**config.mk**
```make
export PLATFORM = sky130hd
export DESIGN_NAME = sqvg_div_stage
export DESIGN_NICKNAME = d
export VERILOG_FILES = /design/src/sprite_quad_vertex_generator_macros.svh /design/src/sqvg_pkg.sv /design/src/sqvg_div_stage.sv
export SDC_FILE = /design/constraint.sdc
export NUM_CORES = 1
export LEC_CHECK = 0
export BUFFER_PORTS_ARGS = -buffer_cell sky130_fd_sc_hd__buf_2
export CAP_MARGIN = 5
export CORE_ASPECT_RATIO = 0.75
export CORE_MARGIN = 3
export CORE_UTILIZATION = 50
export DETAILED_ROUTE_END_ITERATION = 12
export GPL_TIMING_DRIVEN = 0
export PLACE_DENSITY = 0.73
export SYNTH_ARGS = -nofsm -noshare
export SYNTH_HDL_FRONTEND = slang
export SYNTH_SLANG_ARGS = --single-unit
```
**constraint.sdc**
```tcl
create_clock -name clk_i -period 16.5 [get_ports clk_i]
set_input_delay 0 -clock clk_i [delete_from_list [all_inputs] [get_ports clk_i]]
set_output_delay 0 -clock clk_i [all_outputs]
set_load 0.03 [all_outputs]
```
**src/sprite_quad_vertex_generator_macros.svh**
```systemverilog
// Assertion macros for the sprite quad vertex generator
`ifndef SPRITE_QUAD_VERTEX_GENERATOR_MACROS_SVH
`define SPRITE_QUAD_VERTEX_GENERATOR_MACROS_SVH

// same-cycle implication
`define SQVG_ASSERT_IMPL(lbl, ante, cons) \
  lbl: assert property (@(posedge clk_i) disable iff (!rst_ni) (ante) |-> (cons)) \
    else $error("sqvg assertion failed");

// next-cycle implication
`define SQVG_ASSERT_NEXT(lbl, ante, cons) \
  lbl: assert property (@(posedge clk_i) disable iff (!rst_ni) (ante) |=> (cons)) \
    else $error("sqvg assertion failed");

`endif

```
**src/sqvg_pkg.sv**
```systemverilog
// Types, constants and table functions of the sprite quad vertex generator
package sqvg_pkg;

  localparam int unsigned SINE_DEPTH_DEF  = 1024;
  localparam int unsigned MAX_TEX_DIM_DEF = 4096;
  localparam int          CORDIC_STEPS    = 28;

  localparam longint ATAN_UNITS [CORDIC_STEPS] = '{
    536870912, 316933406, 167458908, 85004756, 42667331, 21354465, 10679838,
    5340245, 2670163, 1335087, 667544, 333772, 166886, 83443, 41722, 20861,
    10430, 5215, 2608, 1304, 652, 326, 163, 81, 41, 20, 10, 5
  };

  localparam int DIM_W = 13;
  localparam int NUM_W = 31;
  localparam int QUO_W = 18;

  typedef enum logic [1:0] {
    CFG_TEX_W = 2'd0,
    CFG_TEX_H = 2'd1
  } cfg_reg_e;

  typedef struct packed {
    logic signed [23:0] pos_x;
    logic signed [23:0] pos_y;
    logic [15:0]        rotation;
    logic signed [15:0] scale_x;
    logic signed [15:0] scale_y;
    logic [12:0]        size_w;
    logic [12:0]        size_h;
    logic [11:0]        src_x;
    logic [11:0]        src_y;
    logic [8:0]         anchor_x;
    logic [8:0]         anchor_y;
    logic [1:0]         flip;
  } item_t;

  typedef struct packed {
    logic [1:0]         corner;
    logic signed [23:0] vertex_x;
    logic signed [23:0] vertex_y;
    logic [16:0]        tex_u;
    logic [16:0]        tex_v;
    logic               last;
  } vtx_t;

  // geometry of one corner beat
  typedef struct packed {
    logic [1:0]         corner;
    logic signed [23:0] pos_x;
    logic signed [23:0] pos_y;
    logic signed [23:0] lx;
    logic signed [23:0] ly;
    logic signed [15:0] scx;
    logic signed [15:0] scy;
    logic signed [15:0] cosv;
    logic signed [15:0] sinv;
  } geo_t;

  // long division state of one lane
  typedef struct packed {
    logic [NUM_W-1:0] rem;
    logic [QUO_W-1:0] quo;
    logic             sat;
  } div_t;

  function automatic logic signed [15:0] to_q14(longint v);
    longint r;
    r = (v + 64'sd32768) >>> 16;
    if (r > 64'sd16384) r = 64'sd16384;
    if (r < -64'sd16384) r = -64'sd16384;
    return 16'(r);
  endfunction

  // {cos, sin} in Q1.14 for a 32 bit angle
  function automatic logic [31:0] cordic_sincos(longint a);
    longint x;
    longint y;
    longint z;
    longint dx;
    longint dy;
    logic   neg;
    x   = 64'sd652032874;
    y   = 64'sd0;
    neg = 1'b0;
    if (a >= 64'sd1073741824 && a < 64'sd3221225472) begin
      z   = a - 64'sd2147483648;
      neg = 1'b1;
    end else if (a < 64'sd1073741824) begin
      z = a;
    end else begin
      z = a - 64'sd4294967296;
    end
    for (int k = 0; k < CORDIC_STEPS; k++) begin
      dx = y >>> k;
      dy = x >>> k;
      if (z >= 0) begin
        x = x - dx;
        y = y + dy;
        z = z - ATAN_UNITS[k];
      end else begin
        x = x + dx;
        y = y - dy;
        z = z + ATAN_UNITS[k];
      end
    end
    if (neg) begin
      x = -x;
      y = -y;
    end
    return {to_q14(x), to_q14(y)};
  endfunction

endpackage

```
**src/sqvg_div_stage.sv**
```systemverilog
// One pipeline stage of the restoring divider for texture coordinates
module sqvg_div_stage #(
  parameter int FIRST_BIT = 17,
  parameter int STEPS     = 5
) (
  input  logic                          clk_i,
  input  logic                          adv_i,
  input  logic [sqvg_pkg::DIM_W-1:0]    dim_i,
  input  sqvg_pkg::div_t                d_i,
  output sqvg_pkg::div_t                d_o
);

  sqvg_pkg::div_t d_d;
  sqvg_pkg::div_t d_q;

  always_comb begin
    logic [sqvg_pkg::NUM_W-1:0] sub;
    d_d = d_i;
    for (int s = 0; s < STEPS; s++) begin
      sub = sqvg_pkg::NUM_W'(dim_i) << (FIRST_BIT - s);
      if (d_d.rem >= sub) begin
        d_d.rem                 = d_d.rem - sub;
        d_d.quo[FIRST_BIT - s]  = 1'b1;
      end
    end
  end

  always_ff @(posedge clk_i) begin
    if (adv_i) begin
      d_q <= d_d;
    end
  end

  assign d_o = d_q;

endmodule

```
==> metrics.md, run 1 <==
| Metric | Value |
|---|---|
| Seq/Total Area, Yosys | 24.6% |
| Status | complete, but fails checks |
| Total wire length | ~17000 microns |
| RSZ-0062 raised after global routing | no |
| CTS Buffer Depth | 2 |
| Die H | between 100 and 150 microns |
| Die Width | between 100 and 150 microns |
| CP Data Required Time | roughly 17 ns |
| DR top layer | met4 |
| Min-delay worst type | input pin to flop |
| Layout fillers | 1034 |
| Min cycle time layout | about 15 ns |
| P&R area growth vs syn | 20.7% |
| Synth Warn # | 0 |
| Largest fanout on the critical path | 10 |
| TritonRoute pass-1 iters | 5 |
| FF+latch count, synth | 50 |
| First-pass GRT wire length | around 27000 microns |
| GR Util All Layers | between 20% and 30% |
| Port Buffer Count | about 110 |
| Slew Viols, Final | 0 |
| Crit path top cell by count | a21oi_1 |
| Final hold vios | 1 |
| Netlist cell types | 83 |
| Mapped Area | roughly 6100 sq um |
| Setup TNS | 0 ns |
| Final Wtd Congestion | 0.975 |
| Post-Syn Nets | between 800 and 900 |
| Max reg flops | 50 |
| Met3 Wirelength | a little under 800 microns |
| Ys async rst share | 0% |
| Clock Root Buffer | clkbuf_16 |
| Worst-Margin Slew | 1.12 ns |
| Rel. slew slack | around 25% |
| Critical path's largest stage delay | 0.55 ns |
| Core Area | approximately 12000 sq um |
| Number of synthesized flops with an enable pin | 50 |
| Failing checks | hold timing |
| Vias per cell | around 5.8 |
| Gr ovfl total | 0 |
| DR vias | 5870 |
| Commonest non-fill, non-tap cell in the layout | buf_2 |
| Antenna viol nets, final | 0 |
| DRC errors left | 0 |
| Critical path data arrival time | between 15 and 20 ns |
| Post-DP HPWL | between 10000 and 15000 microns |
| Initial antenna violation count | 0 |
| CTS buffer count | 5 |
| Syn avg cell area | roughly 9 sq um |
| Share of cells above drive strength 1 | between 20% and 30% |
| Fmax | 64.6 MHz |
| Slowest-stage cell, CP | nor2_1 |
| Largest net degree at the start of global routing | 51 |
| Final period util | between 90% and 100% |
| Iter 0 DRT Violations | around 450 |
| CTS tree | done |
| Fin Hold WS | -0.00642 ns |
| CP endpoint kind | flop |
| Routed wl met2 | between 7000 and 8000 microns |
| Rows | 34 |
| Final Setup Violations | 0 |
| M1 WL | ~8700 microns |
| Clock transition at the registers of the reported paths | approximately 0.070 ns |
| Initial Util | approximately half |
| Commonest cells after routing, fill and taps aside | buf_2, a21oi_1, nor2_1, ha_1, edfxtp_1 |
| Critical path launch point type | input pin |
| Vias in the first global route | 5460 |
| Max Cap Viol | 0 |
| Wire per inst | ~17 microns |
| I/O pin cnt | approximately 120 |
| Mapped Cells | 690 |
| Top_reg_cell synth | edfxtp_1 |
| Final core utilization | between 60% and 70% |
| Total clock sinks | 50 |
| H-tree depth | 2 |
| Fin nets | roughly 1000 |
| Setup Crit Path Kind | input pin to flop |
| Die area | roughly 14000 sq um |
## synth_stat cells, types with 4 or more instances
| master | instances | area (sq um) |
|---|---|---|
| o21bai_1 | 4 | 30.0 |
| and2_1 | 4 | 25.0 |
| ha_1 | 65 | 813 |
| mux2i_1 | 10 | 100 |
| a211oi_1 | 4 | 30.0 |
| a31oi_1 | 7 | 43.8 |
| inv_1 | 48 | 180 |
| nand2_1 | 40 | 150 |
| o21ai_0 | 45 | 225 |
| a21o_1 | 10 | 75.1 |
| nor2b_1 | 8 | 50.1 |
| buf_2 | 4 | 20.0 |
| and3_1 | 5 | 31.3 |
| clkbuf_1 | 6 | 22.5 |
| mux2_4 | 7 | 105 |
| o211ai_1 | 8 | 60.1 |
| mux2_2 | 21 | 236 |
| edfxtp_1 | 50 | 1500 |
| o21a_1 | 15 | 113 |
| nor2_1 | 65 | 244 |
| fa_1 | 5 | 100 |
| xnor2_1 | 37 | 324 |
| xor2_1 | 11 | 96.3 |
| or2_2 | 4 | 25.0 |
| o31ai_1 | 4 | 30.0 |
| nand3_1 | 14 | 70.1 |
| a21oi_1 | 72 | 360 |
| nand4_1 | 8 | 50.1 |
| nand2b_1 | 8 | 50.1 |
| or3_1 | 9 | 56.3 |
| nor3_1 | 12 | 60.1 |
| a21boi_0 | 10 | 75.1 |
## path summary, 6_finish.rpt
| check | start | to | slack (ns) | depth (start not counted) |
|---|---|---|---|---|
| max | dim_i[1] | d_o[38]$_DFFE_PP_ | 1.01 | 54 |
| min | d_i[17] | d_o[17]$_SDFFCE_PN1P_ | -0.006 | 2 |
## logic make-up (layout without fill, tap and decap cells)
| logic type | count (synthesis) | in the layout | synth area share, % |
|---|---|---|---|
| AOI/OAI and AO/OA | 216 | 216 | 24.0 |
| xor gates and xnor gates | 48 | 48 | 6.90 |
| adders and majority gates | 70 | 70 | 15.0 |
| buffers and inverters | 62 | 216 | 4.43 |
| DFF | 50 | 50 | 24.6 |
| muxes | 39 | 39 | 7.47 |
| other | 0 | 1 | 0 |
| and+or+nand+nor | 205 | 205 | 17.6 |
## critical path: cells and delay by family
family          cells  cell delay [ns]
compound gates     31             8.24
buf+inv             6             1.67
fa+ha+maj           5             1.93
simple gates        9             2.58
mux                 3             1.07
## final cells by class
class                      count  area [sq um]  share of cell area (%)
multi-input combinational    578          4330                    58.8
antenna                        1          2.50                  0.0340
tap                          162           203                    2.76
clock inverter                 2          37.5                   0.510
buffer                        14          90.1                    1.22
timing repair buffer         146           886                    12.0
inverter                      48           180                    2.45
sequential                    50          1500                    20.4
clock buffer                   6           129                    1.75
## per-stage QoR
step | setup WS [ns] | instance area (sq um) | cells | hold WS [ns]
finish | 1.01 | 7360 | 1007 | -0.00642
global route | 0.0281 | 7350 | 1006 | 0.00589
CTS | 0.992 | 7340 | 1004 | 0.000429
detailed placement | 0.816 | 6870 | 966 | 0.178
global placement | 1.14 | 6870 | 966 | 0.177
floorplan | 4.11 | 6100 | 690 | 0.0989
## routing by layer
layer / up-vias / global-route usage (%)
met5: - / 0
met3: 11 / 3.43
met1: 2808 / 37.3
li1: 2892 / -
met2: 159 / 37.7
met4: 0 / 4.35
## repair_timing
item,4_1_cts,5_1_grt
setup buffers,0,2
resized for setup,0,2
hold endpoints to repair,30,0
hold buffers,30,0
setup endpoints to repair,0,18
Power of run 1 is not shown: default switching activity piles up to over one toggle a cycle in this logic, so the estimate is an artifact.
==> inputs of run 2 (changes only) <==
Clock period 16.5 ns to 18 ns, I/O delays scaled along.
==> run 2 against run 1 <==
Net effect:
- the flow still finishes with violations (hold timing)
- final cell count down 0.20%
- worst hold slack about the same
- flip-flop and latch count unchanged
- critical path depth up 2
- worst setup slack better by 0.99 ns
- clock-buffer cell count unchanged
- non-clock buffer count down 2
- critical endpoint unchanged
==> metrics.md, run 2 (synthesized netlist as in run 1, its figures left out) <==
| Metric | Value |
|---|---|
| Max reg flops | 50 (unchanged) |
| P&R area growth vs syn | 20.4% |
| WP depth | 56 (+3.7%) |
| Slowest-stage cell, CP | dlygate4sd3_1 |
| Core Area | 11700 sq um (unchanged) |
| First-pass GRT wire length | 27200 microns (unchanged) |
| Multi-input combinational cell area | 4320 sq um (about the same) |
| CTS tree | done |
| Worst-Margin Slew | 1.13 ns (+0.00396 ns) |
| Min-delay worst type | input pin to flop |
| H-tree depth | 2 (unchanged) |
| Critical path launch point type | input pin |
| Clock transition at the registers of the reported paths | 0.07 ns (about the same) |
| Max Cap Viol | 0 (unchanged) |
| Largest fanout on the critical path | 10 (unchanged) |
| Die area | 13600 sq um (unchanged) |
| Critical path's largest stage delay | 0.56 ns (about the same) |
| Initial antenna violation count | 0 (unchanged) |
| Final hold vios | 1 (unchanged) |
| Final period util | about nine tenths |
| Commonest cells after routing, fill and taps aside | buf_2, a21oi_1, nor2_1, ha_1, edfxtp_1 |
| DRC errors left | 0 (unchanged) |
| Commonest non-fill, non-tap cell in the layout | buf_2 |
| Iter 0 DRT Violations | 526 (+17%) |
| Total wire length | 17200 microns (-0.16%) |
| Failing checks | hold timing |
| Largest net degree at the start of global routing | 51 (unchanged) |
| Fin Hold WS | -0.00607 ns (+0.000353 ns) |
| Port Buffer Count | 114 (unchanged) |
| CTS Buffer Depth | 2 (unchanged) |
| CP endpoint kind | flop |
| Final Wtd Congestion | 0.975 (unchanged) |
| Slew Viols, Final | 0 (unchanged) |
| Layout fillers | 1037 (+0.29%) |
| Clock Root Buffer | clkbuf_16 |
| Vias per cell | 5.87 (+0.69%) |
| Register area | 1500 sq um (unchanged) |
| Wire per inst | 17.1 microns (about the same) |
| Fmax | ~63 MHz |
| Rel. slew slack | 24.9% (-0.26 points) |
| Crit path top cell by count | a21oi_1 |
| Die Width | 133 microns (unchanged) |
| Min cycle time layout | approximately 16 ns |
| Post-DP HPWL | 13700 microns (unchanged) |
| Crit. Startpoint | d_i[25] |
| Initial Util | 51.9% (unchanged) |
| Total clock sinks | 50 (unchanged) |
| Crit-path leading delay family | compound AO/OA/AOI/OAI gates |
| GR Util All Layers | 24.6% (unchanged) |
| Post-CTS Resized | 0 (unchanged) |
| Final Setup Violations | 0 (unchanged) |
| Setup TNS | 0 ns (unchanged) |
| Worst setup path endpoint | d_o[38]$_DFFE_PP_ |
| Fin nets | 976 (-0.20%) |
| RSZ-0062 raised after global routing | no |
| Setup Crit Path Kind | input pin to flop |
| Share of cells above drive strength 1 | 22.6% (-0.30 points) |
| Worst path buffer plus inverter count | 8 (+2) |
| Rows | 34 (unchanged) |
| Critical path data arrival time | 16.04 ns (+0.51 ns) |
| CP Data Required Time | 18.04 ns (+1.50 ns) |
| Status | complete, but fails checks |
| Die H | 102 microns (unchanged) |
| DR vias | 5899 (+0.49%) |
| Vias in the first global route | 5460 (unchanged) |
| CTS buffer count | 5 (unchanged) |
| Gr ovfl total | 0 (unchanged) |
| TritonRoute pass-1 iters | 6 (+1) |
| Antenna viol nets, final | 0 (unchanged) |
| I/O pin cnt | 115 (unchanged) |
==> run 2: what timing repair did <==
| action | 4_1_cts | 5_1_grt |
|---|---|---|
| buffers inserted | 0 | 0 |
| hold buffers | 30 | 0 |
| hold endpoints to repair | 30 | 0 |
==> run 2: per-layer routing <==
metal | share of wire (%) | up-vias | track usage [%]
met5 | 0 | - | 0
met3 | 5.8 | 17 | 3.43
met4 | 1.0 | 0 | 4.35
met1 | 50 | 2815 | 37.3
met2 | 44 | 175 | 37.7
li1 | - | 2892 | -
==> run 2: cell type report <==
cell class	count	share of cell area, %
inverter	48	2.46
antenna	1	0.0341
buffer	14	1.23
clock buffer	6	1.76
clock inverter	2	0.512
sequential	50	20.5
multi-input combinational	578	58.9
tap	162	2.76
timing repair buffer	144	11.9
==> run 2: how the worst min path moves through the flow <==
stage / from / endpoint / slack [ns] / cells past startpoint
floorplan: d_i[0] / d_o[0]$_DFFE_PP_ / 0.1 / 0
detailed placement: d_i[1] / d_o[1]$_DFFE_PP_ / 0.18 / 1
global placement: d_i[5] / d_o[5]$_DFFE_PP_ / 0.18 / 1
finish: d_i[17] / d_o[17]$_SDFFCE_PN1P_ / -0.006 / 2
global route: d_i[17] / d_o[17]$_SDFFCE_PN1P_ / 0.006 / 2
CTS: d_i[17] / d_o[17]$_SDFFCE_PN1P_ / 0.0004 / 2
==> run 2: through the flow <==
| step | setup WS, ns | hold slack (ns) | instances | area, sq um | util (%) |
|---|---|---|---|---|---|
| after floorplan | 5.61 | 0.0989 | 690 | 6100 | - |
| after global placement | 2.64 | 0.177 | 966 | 6870 | 58.5 |
| after detailed placement | 2.32 | 0.178 | 966 | 6870 | 58.5 |
| after CTS | 2.49 | 0.000429 | 1004 | 7340 | 62.5 |
| after global routing | 0.996 | 0.00589 | 1004 | 7340 | 62.5 |
| final | 2.00 | -0.00607 | 1005 | 7340 | 62.5 |
Power of run 2 is left out for the same reason.
==> inputs of run 3 (changes only) <==
Settings changed: MAX_ROUTING_LAYER from default to met4.
==> run 3 against run 2 <==
Net effect:
- the run now ends clean
- via count is 1.1% lower
- worst hold slack better by 0.058 ns
- critical path depth unchanged
- highest routed layer unchanged
- critical endpoint is now d_o[41]$_DFFE_PP_
- sequential share of layout area barely moved
- die area unchanged
==> metrics.md, run 3 (synthesized netlist as in run 1, its figures left out) <==
| Metric | Value |
|---|---|
| Status | finished clean |
| Vias in the first global route | 5519 (+1.1%) |
| Final hold vios | 0 (-1) |
| Port Buffer Count | 114 (unchanged) |
| Setup Crit Path Kind | input pin to flop |
| CTS tree | done |
| Vias per cell | 5.81 (-1.1%) |
| Met3 Wirelength | 1110 microns (+12%) |
| Worst path buffer plus inverter count | 8 (unchanged) |
| Crit-path leading delay family | compound AO/OA/AOI/OAI gates |
| Layout fillers | 1004 (-3.2%) |
| Gr ovfl total | 0 (unchanged) |
| CTS Buffer Depth | 2 (unchanged) |
| Critical path's largest stage delay | 0.56 ns (about the same) |
| Post-DP HPWL | 13800 microns (+0.96%) |
| CP Data Required Time | 18.04 ns (about the same) |
| Slowest-stage cell, CP | dlygate4sd3_1 |
| DR vias | 5836 (-1.1%) |
| Antenna cell count | 0 (-1) |
| Die Width | 133 microns (unchanged) |
| Rel. slew slack | 26.9% (+2.0 points) |
| Antenna viol nets, final | 0 (unchanged) |
| M1 WL | 8530 microns (+0.21%) |
| Clock transition at the registers of the reported paths | 0.06 ns (about the same) |
| Largest fanout on the critical path | 10 (unchanged) |
| Share of cells above drive strength 1 | 22.5% (-0.027 points) |
| Crit path top cell by count | a21oi_1 |
| Total clock sinks | 50 (unchanged) |
| Clock Root Buffer | clkbuf_16 |
| GR Util All Layers | 26.0% (+1.4 points) |
| Setup TNS | 0 ns (unchanged) |
| TritonRoute pass-1 iters | 5 (-1) |
| Routed wl met2 | 7610 microns (+1.2%) |
| Final Setup Violations | 0 (unchanged) |
| Commonest non-fill, non-tap cell in the layout | buf_2 |
| Fin Hold WS | 0.0518 ns (+0.0578 ns) |
| Largest net degree at the start of global routing | 51 (unchanged) |
| Die area | 13600 sq um (unchanged) |
| Min cycle time layout | 16.11 ns (+0.115 ns) |
| Core Area | 11700 sq um (unchanged) |
| Wire per inst | 17.3 microns (+1.0%) |
| Initial antenna violation count | 0 (unchanged) |
| Iter 0 DRT Violations | 535 (+1.7%) |
| DR top layer | met4 |
| Fmax | 62.1 MHz (-0.71%) |
| P&R area growth vs syn | 20.5% |
| Initial Util | 51.9% (unchanged) |
| First-pass GRT wire length | 27700 microns (+1.9%) |
| Max reg flops | 50 (unchanged) |
| Rows | 34 (unchanged) |
| Critical path launch point type | input pin |
| Final period util | 89.5% (+0.64 points) |
| Final Wtd Congestion | 0.972 (-0.38%) |
| I/O pin cnt | 115 (unchanged) |
| Max Cap Viol | 0 (unchanged) |
| Min-delay worst type | input pin to flop |
| DRC errors left | 0 (unchanged) |
| Commonest cells after routing, fill and taps aside | buf_2, a21oi_1, nor2_1, ha_1, edfxtp_1 |
| Die H | 102 microns (unchanged) |
| Slew Viols, Final | 0 (unchanged) |
| RSZ-0062 raised after global routing | no |
| Critical path data arrival time | 16.15 ns (+0.11 ns) |
| CTS buffer count | 5 (unchanged) |
| H-tree depth | 2 (unchanged) |
| Post-CTS setup buffer count | 0 (unchanged) |
| Fin nets | 977 (+0.10%) |
| Total wire length | 17400 microns (+1.0%) |
| Worst-Margin Slew | 1.10 ns (-0.0305 ns) |
| CP endpoint kind | flop |
[run 3: worst paths after layout]
path | from | to | slack [ns] | cells after the start
worst max-delay path | d_i[26] | d_o[41]$_DFFE_PP_ | 1.89 | 56
worst min-delay path | d_i[18] | d_o[18]$_SDFFCE_PN1P_ | 0.05 | 2
[run 3: routing by layer]
layer  GRT usage (%)  up-vias
li1                -     2883
met1            37.3     2762
met2            39.6      176
met3            4.47       15
met4            3.56        0
met5               -        -
[run 3: repair_timing]
| item | CTS | global route |
|---|---|---|
| hold buffers | 31 | 0 |
| gates resized for setup | 0 | 0 |
| endpoints found under the hold margin | 31 | 0 |
[run 3: area by class of cell]
class / count / area, sq um / area share, %
multi-input combinational: 578 / 4320 / 58.9
clock buffer: 6 / 129 / 1.75
sequential: 50 / 1500 / 20.4
inverter: 48 / 180 / 2.45
clock inverter: 2 / 37.5 / 0.511
buffer: 14 / 90.1 / 1.23
tap: 162 / 203 / 2.76
timing repair buffer: 145 / 881 / 12.0
[run 3: stage by stage]
stage	util (%)	instance area [sq um]	instances	worst slack, ns
2_1_floorplan	-	6100	690	5.61
3_3_place_gp	58.5	6870	966	2.61
3_5_place_dp	58.5	6870	966	2.18
4_1_cts	62.6	7350	1005	2.34
5_1_grt	62.6	7350	1005	0.964
6_report	62.6	7350	1005	1.89
Power of run 3 is left out for the same reason.
